[config.mk]
export PLATFORM = sky130hd
export DESIGN_NAME = isme_ctrl
export DESIGN_NICKNAME = d
export VERILOG_FILES = /design/src/rtl/isme_pkg.sv /design/src/rtl/isme_ctrl.sv
export SDC_FILE = /design/constraint.sdc
export NUM_CORES = 1
export LEC_CHECK = 0
export ABC_AREA = 1
export BUFFER_PORTS_ARGS = -buffer_cell sky130_fd_sc_hd__buf_2
export CORE_AREA = 10 10 47 49
export DETAILED_ROUTE_END_ITERATION = 16
export DIE_AREA = 0 0 57 59
export PLACE_DENSITY = 0.5
export SLEW_MARGIN = 30
export SYNTH_ARGS = -nofsm -noshare
export SYNTH_HDL_FRONTEND = slang
export SYNTH_SLANG_ARGS = --single-unit
[constraint.sdc]
create_clock -name clk -period 2 [get_ports clk]
set_clock_uncertainty 0.05 [all_clocks]
set_input_delay 0.6 -clock clk [delete_from_list [all_inputs] [get_ports clk]]
set_output_delay 0.6 -clock clk [all_outputs]
set_load 0.02 [all_outputs]
[src/rtl/isme_pkg.sv]
package isme_pkg;

	localparam int OPERAND_DEPTH_DEF = 64;
	localparam int LOCAL_DEPTH_DEF   = 64;
	localparam int IP_BITS_DEF       = 16;

	localparam int MODE_W   = 6;
	localparam int WORD_W   = 64;
	localparam int STATUS_W = 4;
	localparam int NIP_W    = 16;
	localparam int DEPTH_W  = 7;
	localparam int OUT_W    = 96;

	typedef enum logic [MODE_W-1:0] {
		OP_PUSH   = 6'd0,
		OP_POP    = 6'd1,
		OP_STORE  = 6'd2,
		OP_LOAD   = 6'd3,
		OP_DUP    = 6'd4,
		OP_SWAP   = 6'd5,
		OP_ADD    = 6'd6,
		OP_SUB    = 6'd7,
		OP_MUL    = 6'd8,
		OP_DIV    = 6'd9,
		OP_MOD    = 6'd10,
		OP_INC    = 6'd11,
		OP_DEC    = 6'd12,
		OP_AND    = 6'd13,
		OP_OR     = 6'd14,
		OP_XOR    = 6'd15,
		OP_NOT    = 6'd16,
		OP_SHL    = 6'd17,
		OP_SHR    = 6'd18,
		OP_EQ     = 6'd19,
		OP_NE     = 6'd20,
		OP_GT     = 6'd21,
		OP_NGT    = 6'd22,
		OP_LT     = 6'd23,
		OP_NLT    = 6'd24,
		OP_GTE    = 6'd25,
		OP_LTE    = 6'd26,
		OP_JMP    = 6'd27,
		OP_JMPIF  = 6'd28,
		OP_JMPIFN = 6'd29,
		OP_RET    = 6'd30,
		OP_PRINT  = 6'd31,
		OP_SCAN   = 6'd32,
		OP_SIZEOF = 6'd33,
		OP_HALT   = 6'd34,
		OP_DUMPST = 6'd35,
		OP_DUMPSK = 6'd36,
		OP_POW    = 6'd37
	} op_t;

	typedef enum logic [STATUS_W-1:0] {
		STS_OK      = 4'd0,
		STS_FULL    = 4'd1,
		STS_EMPTY   = 4'd2,
		STS_OVER    = 4'd3,
		STS_UNDER   = 4'd4,
		STS_FEW     = 4'd5,
		STS_ILLEGAL = 4'd6,
		STS_UNIMPL  = 4'd7,
		STS_DIVZERO = 4'd8
	} sts_t;

	typedef enum logic [1:0] {
		MD_MUL = 2'd0,
		MD_DIV = 2'd1,
		MD_MOD = 2'd2
	} md_op_t;

	typedef enum logic [2:0] {
		S_CLEAR,
		S_IDLE,
		S_RDB,
		S_RDA,
		S_EXEC,
		S_MD,
		S_WB2
	} state_t;

	typedef struct packed {
		logic clear;
		logic load;
		logic latch_b;
		logic rd_second;
		logic start_md;
		logic commit;
		logic wb2;
	} cmd_t;

	typedef struct packed {
		logic clr_last;
		logic need_md;
		logic is_swap;
		logic md_done;
		logic out_free;
	} stat_t;

endpackage

[src/rtl/isme_ctrl.sv]
module isme_ctrl (
	input  logic              clk,
	input  logic              arst_n,
	input  logic              in_valid,
	output logic              in_ready,
	input  isme_pkg::stat_t   stat,
	output isme_pkg::cmd_t    cmd
);

	isme_pkg::state_t state_q;
	isme_pkg::state_t state_nx;

	always_ff @(posedge clk or negedge arst_n) begin
		if (!arst_n) begin
			state_q <= isme_pkg::S_CLEAR;
		end else begin
			state_q <= state_nx;
		end
	end

	always_comb begin
		state_nx = state_q;
		unique case (state_q)
			isme_pkg::S_CLEAR: begin
				if (stat.clr_last) state_nx = isme_pkg::S_IDLE;
			end
			isme_pkg::S_IDLE: begin
				if (in_valid) state_nx = isme_pkg::S_RDB;
			end
			isme_pkg::S_RDB: begin
				state_nx = isme_pkg::S_RDA;
			end
			isme_pkg::S_RDA: begin
				state_nx = isme_pkg::S_EXEC;
			end
			isme_pkg::S_EXEC: begin
				if (stat.need_md) begin
					state_nx = isme_pkg::S_MD;
				end else if (stat.out_free) begin
					state_nx = stat.is_swap ? isme_pkg::S_WB2 : isme_pkg::S_IDLE;
				end
			end
			isme_pkg::S_MD: begin
				if (stat.md_done && stat.out_free) state_nx = isme_pkg::S_IDLE;
			end
			isme_pkg::S_WB2: begin
				state_nx = isme_pkg::S_IDLE;
			end
			default: state_nx = isme_pkg::S_IDLE;
		endcase
	end

	always_comb begin
		cmd       = '0;
		in_ready  = 1'b0;
		unique case (state_q)
			isme_pkg::S_CLEAR: begin
				cmd.clear = 1'b1;
			end
			isme_pkg::S_IDLE: begin
				in_ready = 1'b1;
				cmd.load = in_valid;
			end
			isme_pkg::S_RDB: ;
			isme_pkg::S_RDA: begin
				cmd.latch_b   = 1'b1;
				cmd.rd_second = 1'b1;
			end
			isme_pkg::S_EXEC: begin
				cmd.rd_second = 1'b1;
				cmd.start_md  = stat.need_md;
				cmd.commit    = !stat.need_md && stat.out_free;
			end
			isme_pkg::S_MD: begin
				cmd.rd_second = 1'b1;
				cmd.commit    = stat.md_done && stat.out_free;
			end
			isme_pkg::S_WB2: begin
				cmd.wb2 = 1'b1;
			end
			default: ;
		endcase
	end

endmodule

==> results of run 1 <==
[layer usage]
metal  GRT usage [%]  share of wire, %  up-vias
met1           5.714                49      141
li1                -                 -      195
met4           2.013                 0        0
met3           3.219                10        0
met5               0                 0        -
met2           7.287                41       15
[through the flow]
step | utilization [%] | std cells | hold slack (ns) | setup slack [ns]
2_1_floorplan | - | 51 | 0.2544 | 0.2220
3_3_place_gp | 26.79 | 82 | 0.3477 | 0.2144
3_5_place_dp | 26.79 | 82 | 0.3475 | 0.1930
4_1_cts | 29.46 | 87 | 0.09952 | 0.01711
5_1_grt | 30.89 | 88 | 0.09539 | 0.006033
6_report | 30.89 | 88 | 0.1023 | 0.1088
[worst min path at each step]
stage,start,depth (start not counted),slack [ns],end
3_5_place_dp,arst_n,1,0.35,state_q[0]
6_report,arst_n,1,0.10,state_q[1]
4_1_cts,arst_n,1,0.1,state_q[0]
5_1_grt,arst_n,1,0.1,state_q[1]
2_1_floorplan,arst_n,0,0.25,state_q[0]
3_3_place_gp,arst_n,1,0.35,state_q[0]
[cells in the mapped netlist]
library cell  count
nor2_2            2
nor2_1           15
nand3_1           4
nand3b_1          1
nor3_1            2
nand2_1           9
o21ai_0           2
dfrtp_1           3
nand2_2           2
inv_1            10
a21oi_1           1
[kinds of logic after synthesis]
family	after synthesis	synth area share, %
DFF	3	26.79
and+or+nand+nor	35	54.46
buffers and inverters	10	13.39
AOI/OAI and AO/OA	3	5.356
[worst reg2reg max path, stage by stage (launching register included)]
cell and delay (ns):
dfrtp_2 0.43, nor2_4 0.15, nand2_4 0.08, buf_4 0.13, nor2_2 0.08, nor2_2 0.06, nand3_1 0.08, nand2_1 0.05
[layout make-up]
| cell class | count | area (sq um) |
|---|---|---|
| repair buffers | 17 | 90.09 |
| fillers | 171 | 968.4 |
| flip-flops and latches | 3 | 78.83 |
| multi-input cells | 38 | 180.2 |
| inverters | 10 | 37.54 |
| clock buffers | 4 | 26.28 |
| well taps | 16 | 20.02 |
[power by group]
part	total (uW)	switching [uW]	leakage, uW	internal, uW
clock	108	33.2	0.0000150	74.9
combinational	386	239	0.000222	147
sequential	148	53.8	0.0000338	94.2
total	642	326	0.000270	316
[repair_timing]
item | CTS | global route
buffers inserted | 1 | 1
pin swaps | 1 | 1
gates resized for setup | 2 | 6
setup endpoints to repair | 2 | 2
==> results.md, run 1 <==
* Status: finished, final reports clean
* Post-synth top area share at 26.79%
* Final-report hold violation count at 0
* Clk sinks at 3
* Critical path arrival at 1.24 ns
* Critical path depth in cells at 6
* Post-DRT Antenna Nets at 0
* CTS Root Cell: clkbuf_4
* Final wirelength at 838 microns
* PD cells at 1482 nW/um^2
* Critical Path Max Stage Delay at 0.43 ns
* Antenna cell count at 0
* Most frequent cells in the layout: buf_2, nor2_1, inv_1, nand2_1, nand3_1
* Avg WL per Cell at approximately 9.5 microns
* Worst rel slew slack at 87.49%
* I/O pin cnt at 16
* Number of CTS-inserted buffers at 3
* Synthesized Nets at 59
* Buffers on Ports at 15
* Max rail drop VDD at 445.8 uV
* Hold crit path type: input port to async pin
* Startpoint Class: register
* Initial DRC count at 3
* Hold Buf Count CTS at 0
* Std-Cell Rows at 14
* Highest clock rate at ~530 MHz
* Worst-margin pin slew at approximately 0.19 ns
* Largest Register: state_q
* Reg2reg setup slack at 0.78 ns
* Crit end category: primary output
* Fin. max-slew vios at 0
* CTS H-Tree Depth at 1
* Max-cap violation count at 0
* Vias in the first global route at 359
* Largest net degree at the start of global routing at 8
* Crit path capture: cmd[1]
* Distinct cell type count after synthesis at 11
* Post-route cell area at 432.9 sq um
* Dominant cells by area after synthesis: dfrtp_1, nor2_1, inv_1
* DIE HEIGHT at 59 microns
* Kind of cell adding the most delay to the critical path: flip-flops
* Post-synth top area cell: dfrtp_1
* Leak Pwr at about 0.00027 uW
* Initial antenna violation count at 0
* Power Total at around 640 uW
* Crit-path slowest cell: dfrtp_2
* Largest register FFs at 3
* RR Endpoint: state_q[0]
* Die X at 57 microns
* Clk buf depth at 2
* Ys Warns at 0
* Synth Register Bits at 3
* Commonest non-fill, non-tap cell in the layout: buf_2
* Sequential element share of the synthesized area at 26.79%
* Residual DRC at 0
* CP Buf/Inv Count at 2
* Crit path cell chain: nor2_4 > nand2_4 > inv_2 > nand3_1 > o21ai_1 > buf_2
* Fin crit period at around 1.9 ns
* Initial Utilization at 20.00%
* Fin nets at 81
* Routed vias at ~350
* Total track usage at 5.017%
* Core ar. at 1401 sq um
* Vias per cell at 3.989
* Origin of the critical flop-to-flop path: state_q[1]
* CP max FO at 5
* Critical path launch point: state_q[1]
* First-pass GRT wire length at 1400 microns
* Clock transition at path regs at 0.04 ns
* Top flop regs: state_q (3)
* Fin crit share at 94.56%
* Fraction of layout cells with a size suffix above 1 at ~40%
* GR Overflow Total at 0
* Area after DPL at 375.4 sq um
* Final-report setup violation count at 0
* Mapped cell area at approximately 280 sq um
* Hpwl dp at 663.5 microns
* R2R cell count at 7
* 1st-pass router iterations at 4
* CP Class: register to primary output
* RSZ-0062 raised after global routing: no
* DIE AREA at 3363 sq um
* Syn Inst Count at 51
* Setup TNS at 0 ns
* Routability Congestion at 0.7381
* TritonCTS clock tree: built
* Synthesis-to-finish area growth at 54.46%
* Required time of the worst setup path at about 1.4 ns
* Syn Area/Cell at 5.495 sq um
* Worst-Skew Late Latency at roughly 0.23 ns
No activity file was read; power rests on OpenSTA's default activity.
==> run 2: changes to the inputs <==
- CELL_PAD_IN_SITES_DETAIL_PLACEMENT: unset -> 1
- CELL_PAD_IN_SITES_GLOBAL_PLACEMENT: unset -> 2
- CORE_AREA: 10 10 47 49 -> unset
- CORE_MARGIN: unset -> 10
- CORE_UTILIZATION: unset -> 18
- DIE_AREA: 0 0 57 59 -> unset
- PLACE_DENSITY: 0.5 -> 0.79
==> results.md, run 2 (same netlist as run 1, synthesis figures left out) <==
* Status: finished, final reports clean
* First-pass GRT wire length at 1607 microns (+15%)
* Fin nets at 83 (+2.5%)
* Residual DRC at 0 (unchanged)
* Largest Register: state_q
* Total track usage at 5.764% (+0.75 points)
* Final-report hold violation count at 0 (unchanged)
* Worst rel slew slack at 83.20% (-4.3 points)
* Most frequent cells in the layout: nor2_1, buf_2, inv_1, nand2_1, buf_4
* Avg WL per Cell at 11.60 microns (+22%)
* CTS Root Cell: clkbuf_4
* Fin crit period at 1.933 ns (+0.04194 ns)
* Hpwl dp at 811.8 microns (+22%)
* R2R cell count at 8 (+1)
* 1st-pass router iterations at 2 (-2)
* CP Class: register to primary output
* RSZ-0062 raised after global routing: yes
* Leak Pwr at 0.0002811 uW (+4.0%)
* Clock transition at path regs at 0.04 ns (about the same)
* Die X at 59.46 microns (+4.3%)
* I/O pin cnt at 16 (unchanged)
* Routability Congestion at 0.7116 (-3.6%)
* DIE HEIGHT at 59.46 microns (+0.78%)
* Synthesis-to-finish area growth at 63.84%
* CP max FO at 7 (+2)
* Core ar. at 1489 sq um (+6.3%)
* Worst-margin pin slew at 0.2521 ns (+0.06508 ns)
* Power Total at 689.1 uW (+7.4%)
* Final wirelength at 1044 microns (+25%)
* Largest net degree at the start of global routing at 8 (unchanged)
* Critical path depth in cells at 6 (unchanged)
* Critical path launch point: state_q[0]
* Final Util at 30.84% (-0.053 points)
* Fin. max-slew vios at 0 (unchanged)
* Max rail drop VDD at 473.9 uV (+6.3%)
* DIE AREA at 3535 sq um (+5.1%)
* Required time of the worst setup path at 1.35 ns (about the same)
* GR Overflow Total at 0 (unchanged)
* Critical Path Max Stage Delay at 0.45 ns (+0.02 ns)
* Final-report setup violation count at 0 (unchanged)
* Highest clock rate at 517.3 MHz (-2.2%)
* Initial antenna violation count at 0 (unchanged)
* Worst-Skew Late Latency at 0.23 ns (about the same)
* Std-Cell Rows at 14 (unchanged)
* Clk buf depth at 2 (unchanged)
* CP Buf/Inv Count at 2 (unchanged)
* Fraction of layout cells with a size suffix above 1 at 43.24% (+3.0 points)
* Hold Buf Count CTS at 0 (unchanged)
* Clk sinks at 3 (unchanged)
* Top flop regs: state_q (3)
* Routed vias at 385 (+9.7%)
* Initial DRC count at 2 (-1)
* Crit-path slowest cell: dfrtp_2
* Vias per cell at 4.278 (+7.2%)
* Vias in the first global route at 403 (+12%)
* Kind of cell adding the most delay to the critical path: flip-flops
* Fin crit share at 96.66% (+2.1 points)
* CTS H-Tree Depth at 1 (unchanged)
* TritonCTS clock tree: built
* Crit path cell chain: nor2_4 > nand2_4 > inv_2 > nand3_2 > o21ai_1 > buf_4
* Setup TNS at 0 ns (unchanged)
* Antenna cell count at 0 (unchanged)
* Startpoint Class: register
* Initial Utilization at 18.82% (-1.2 points)
* Buffers on Ports at 15 (unchanged)
* Origin of the critical flop-to-flop path: state_q[0]
* Post-route cell area at 459.2 sq um (+6.1%)
* Hold crit path type: input port to async pin
* Largest register FFs at 3 (unchanged)
* Post-DRT Antenna Nets at 0 (unchanged)
* Max-cap violation count at 0 (unchanged)
* PD cells at 1501 nW/um^2 (+1.2%)
* Number of CTS-inserted buffers at 3 (unchanged)
* Crit end category: primary output
* Critical path arrival at 1.28 ns (+0.04 ns)
* Area after DPL at 382.9 sq um (+2.0%)
==> run 2: where the power goes <==
part / leakage, uW / internal (uW) / switching (uW)
Clock: 0.0000150 / 74.7 / 30.7
Combinational: 0.000231 / 172 / 261
Sequential: 0.0000353 / 92.9 / 57.4
Total: 0.000281 / 340 / 349
==> run 2: stage by stage <==
| step | worst slack, ns | hold slack, ns | cells |
|---|---|---|---|
| floorplan | 0.2220 | 0.2544 | 51 |
| finish | 0.06690 | 0.1062 | 90 |
| global placement | 0.2216 | 0.3462 | 83 |
| CTS | 0.003214 | 0.09428 | 87 |
| global route | -0.02717 | 0.09115 | 90 |
| detailed placement | 0.2034 | 0.3485 | 83 |
==> run 2: layout make-up <==
class | instances | area [sq um]
multi-input cells | 38 | 187.7
inverters | 10 | 37.54
fillers | 200 | 1030
flip-flops and latches | 3 | 77.57
clock buffers | 4 | 26.28
repair buffers | 19 | 110.1
well taps | 16 | 20.02
==> run 2: worst paths after layout <==
check                              to  slack, ns
min in group clk           state_q[0]       0.54
setup / recovery               cmd[1]       0.07
hold reg to reg            state_q[0]       0.54
max in group asynchronous  state_q[0]       1.67
hold / removal             state_q[1]       0.11
setup reg to reg           state_q[0]       0.65
==> run 2: repair_timing <==
item,4_1_cts,5_1_grt
pin swaps,0,1
endpoints found under the setup margin,1,3
resized for setup,2,9
setup buffers,0,3
==> run 2: per-layer routing <==
layer,part of all wire [%],GRT usage [%]
met3,2.9,3.004
met4,0,2.951
met1,41,6.108
met5,0,0
met2,56,9.064
==> run 3: changes to the inputs <==
- SETUP_SLACK_MARGIN: unset -> 0.15
==> results.md, run 3 (same netlist as run 1, synthesis figures left out) <==
* Status: finished, final reports clean
* Initial DRC count at 1 (-1)
* Hold crit path type: input port to async pin
* Fin crit share at 94.05% (-2.6 points)
* Antenna cell count at 0 (unchanged)
* Std-Cell Rows at 14 (unchanged)
* Buffers on Ports at 15 (unchanged)
* RSZ-0062 raised after global routing: yes
* Highest clock rate at 531.6 MHz (+2.8%)
* Fin nets at 84 (+1.2%)
* GR Overflow Total at 0 (unchanged)
* Crit path cell chain: nor2_4 > nand2_4 > inv_2 > nand3_2 > o21ai_2 > buf_6
* CTS H-Tree Depth at 1 (unchanged)
* Register area at 78.83 sq um (+1.6%)
* Residual DRC at 0 (unchanged)
* Worst-Skew Late Latency at 0.24 ns (about the same)
* Hold Buf Count CTS at 0 (unchanged)
* Post-DRT Antenna Nets at 0 (unchanged)
* Critical Path Max Stage Delay at 0.46 ns (about the same)
* Final-report hold violation count at 0 (unchanged)
* Clk sinks at 3 (unchanged)
* Fin. max-slew vios at 0 (unchanged)
* Fraction of layout cells with a size suffix above 1 at 54.67% (+11 points)
* Top flop regs: state_q (3)
* Worst rel slew slack at 88.82% (+5.6 points)
* Total track usage at 6.319% (+0.56 points)
* Largest Register: state_q
* DIE AREA at 3535 sq um (unchanged)
* Leak Pwr at 0.0002919 uW (+3.9%)
* Final Util at 34.54% (+3.7 points)
* Required time of the worst setup path at 1.35 ns (about the same)
* Startpoint Class: register
* Vias per cell at 4.363 (+2.0%)
* Largest register FFs at 3 (unchanged)
* Final cell count without fillers at 91 (+1.1%)
* Worst setup margin at 0.1189 ns (+0.05205 ns)
* Commonest non-fill, non-tap cell in the layout: nor2_1
* CP max FO at 5 (-2)
* First-pass GRT wire length at 1780 microns (+11%)
* Initial antenna violation count at 0 (unchanged)
* Fill cell count at 199 (-0.50%)
* Worst-margin pin slew at 0.1660 ns (-0.08612 ns)
* Core ar. at 1489 sq um (unchanged)
* Vias in the first global route at 422 (+4.7%)
* Final wirelength at 1026 microns (-1.7%)
* Critical path arrival at 1.23 ns (-0.05 ns)
* Setup TNS at 0 ns (unchanged)
* Clk buf depth at 2 (unchanged)
* Synthesis-to-finish area growth at 83.48%
* Die X at 59.46 microns (unchanged)
* Avg WL per Cell at 11.27 microns (-2.8%)
* Initial Utilization at 18.82% (unchanged)
* Largest net degree at the start of global routing at 8 (unchanged)
* Area occupied by multi-input gates at 211.5 sq um (+13%)
* CP Class: register to primary output
* Hpwl dp at 811.8 microns (unchanged)
* CTS Root Cell: clkbuf_4
* Clock transition at path regs at 0.04 ns (about the same)
* Pre-CTS setup slack at 0.2034 ns (unchanged)
* Routed vias at 397 (+3.1%)
* Number of CTS-inserted buffers at 3 (unchanged)
* I/O pin cnt at 16 (unchanged)
* Final-report setup violation count at 0 (unchanged)
* Max rail drop VDD at 555.6 uV (+17%)
* TritonCTS clock tree: built
* Most frequent cells in the layout: nor2_1, buf_2, inv_1
* 1st-pass router iterations at 2 (unchanged)
* DIE HEIGHT at 59.46 microns (unchanged)
* Routability Congestion at 0.7116 (unchanged)
* PD cells at 1548 nW/um^2 (+3.1%)
* Fin crit period at 1.881 ns (-0.05205 ns)
* Max-cap violation count at 0 (unchanged)
* Crit-path slowest cell: dfrtp_2
* Cell count after placement at 83 (unchanged)
* Crit end category: primary output
## run 3: stage by stage
stage                     hold WS, ns  power (uW)  cell area, sq um
final                          0.1019       795.9             514.2
after global routing          0.09111       876.3             514.2
after CTS                     0.09429       709.9             460.4
after detailed placement       0.3485       513.8             382.9
after global placement         0.3462       509.5             382.9
after floorplan                0.2544       380.3             280.3
## run 3: final cells by class
class                      count  share of cell area [%]
inverter                      10                   7.299
sequential                     3                   15.33
tap                           16                   3.893
clock buffer                   4                   5.109
multi-input combinational     38                   41.12
timing repair buffer          20                   27.25
## run 3: worst paths after layout
kind                               to  slack (ns)        from  depth (start not counted)
max                            cmd[1]        0.12  state_q[1]                          6
min                        state_q[1]        0.10      arst_n                          1
max reg2reg                state_q[0]        0.57  state_q[1]                         10
min reg2reg                state_q[0]        0.67  state_q[0]                          3
max in group asynchronous  state_q[0]        1.68      arst_n                          1
min in group clk           state_q[0]        0.67  state_q[0]                          3
## run 3: critical path: cells and delay by family (launching register included)
family	cells	cell delay, ns
buf+inv	2	0.19
flops	1	0.46
simple gates	3	0.28
compound gates	1	0.06
## run 3: what timing repair did
action | 4_1_cts | 5_1_grt
pin swaps | 1 | 4
setup endpoints to repair | 5 | 7
resized for setup | 12 | 15
setup buffers | 3 | 1
## run 3: per-layer routing
layer  share of wire [%]  global-route usage (%)  vias up
met5                   0                       0        -
met4                 1.6                   2.951        0
met3                 3.3                   3.004        2
met2                  52                   10.10        9
met1                  43                   6.826      184
li1                    -                       -      202
## run 3: power by group
group          leakage, uW  internal (uW)  switching [uW]
clock network    0.0000150           74.9            33.1
logic             0.000243            241             286
registers        0.0000338           94.2            66.3
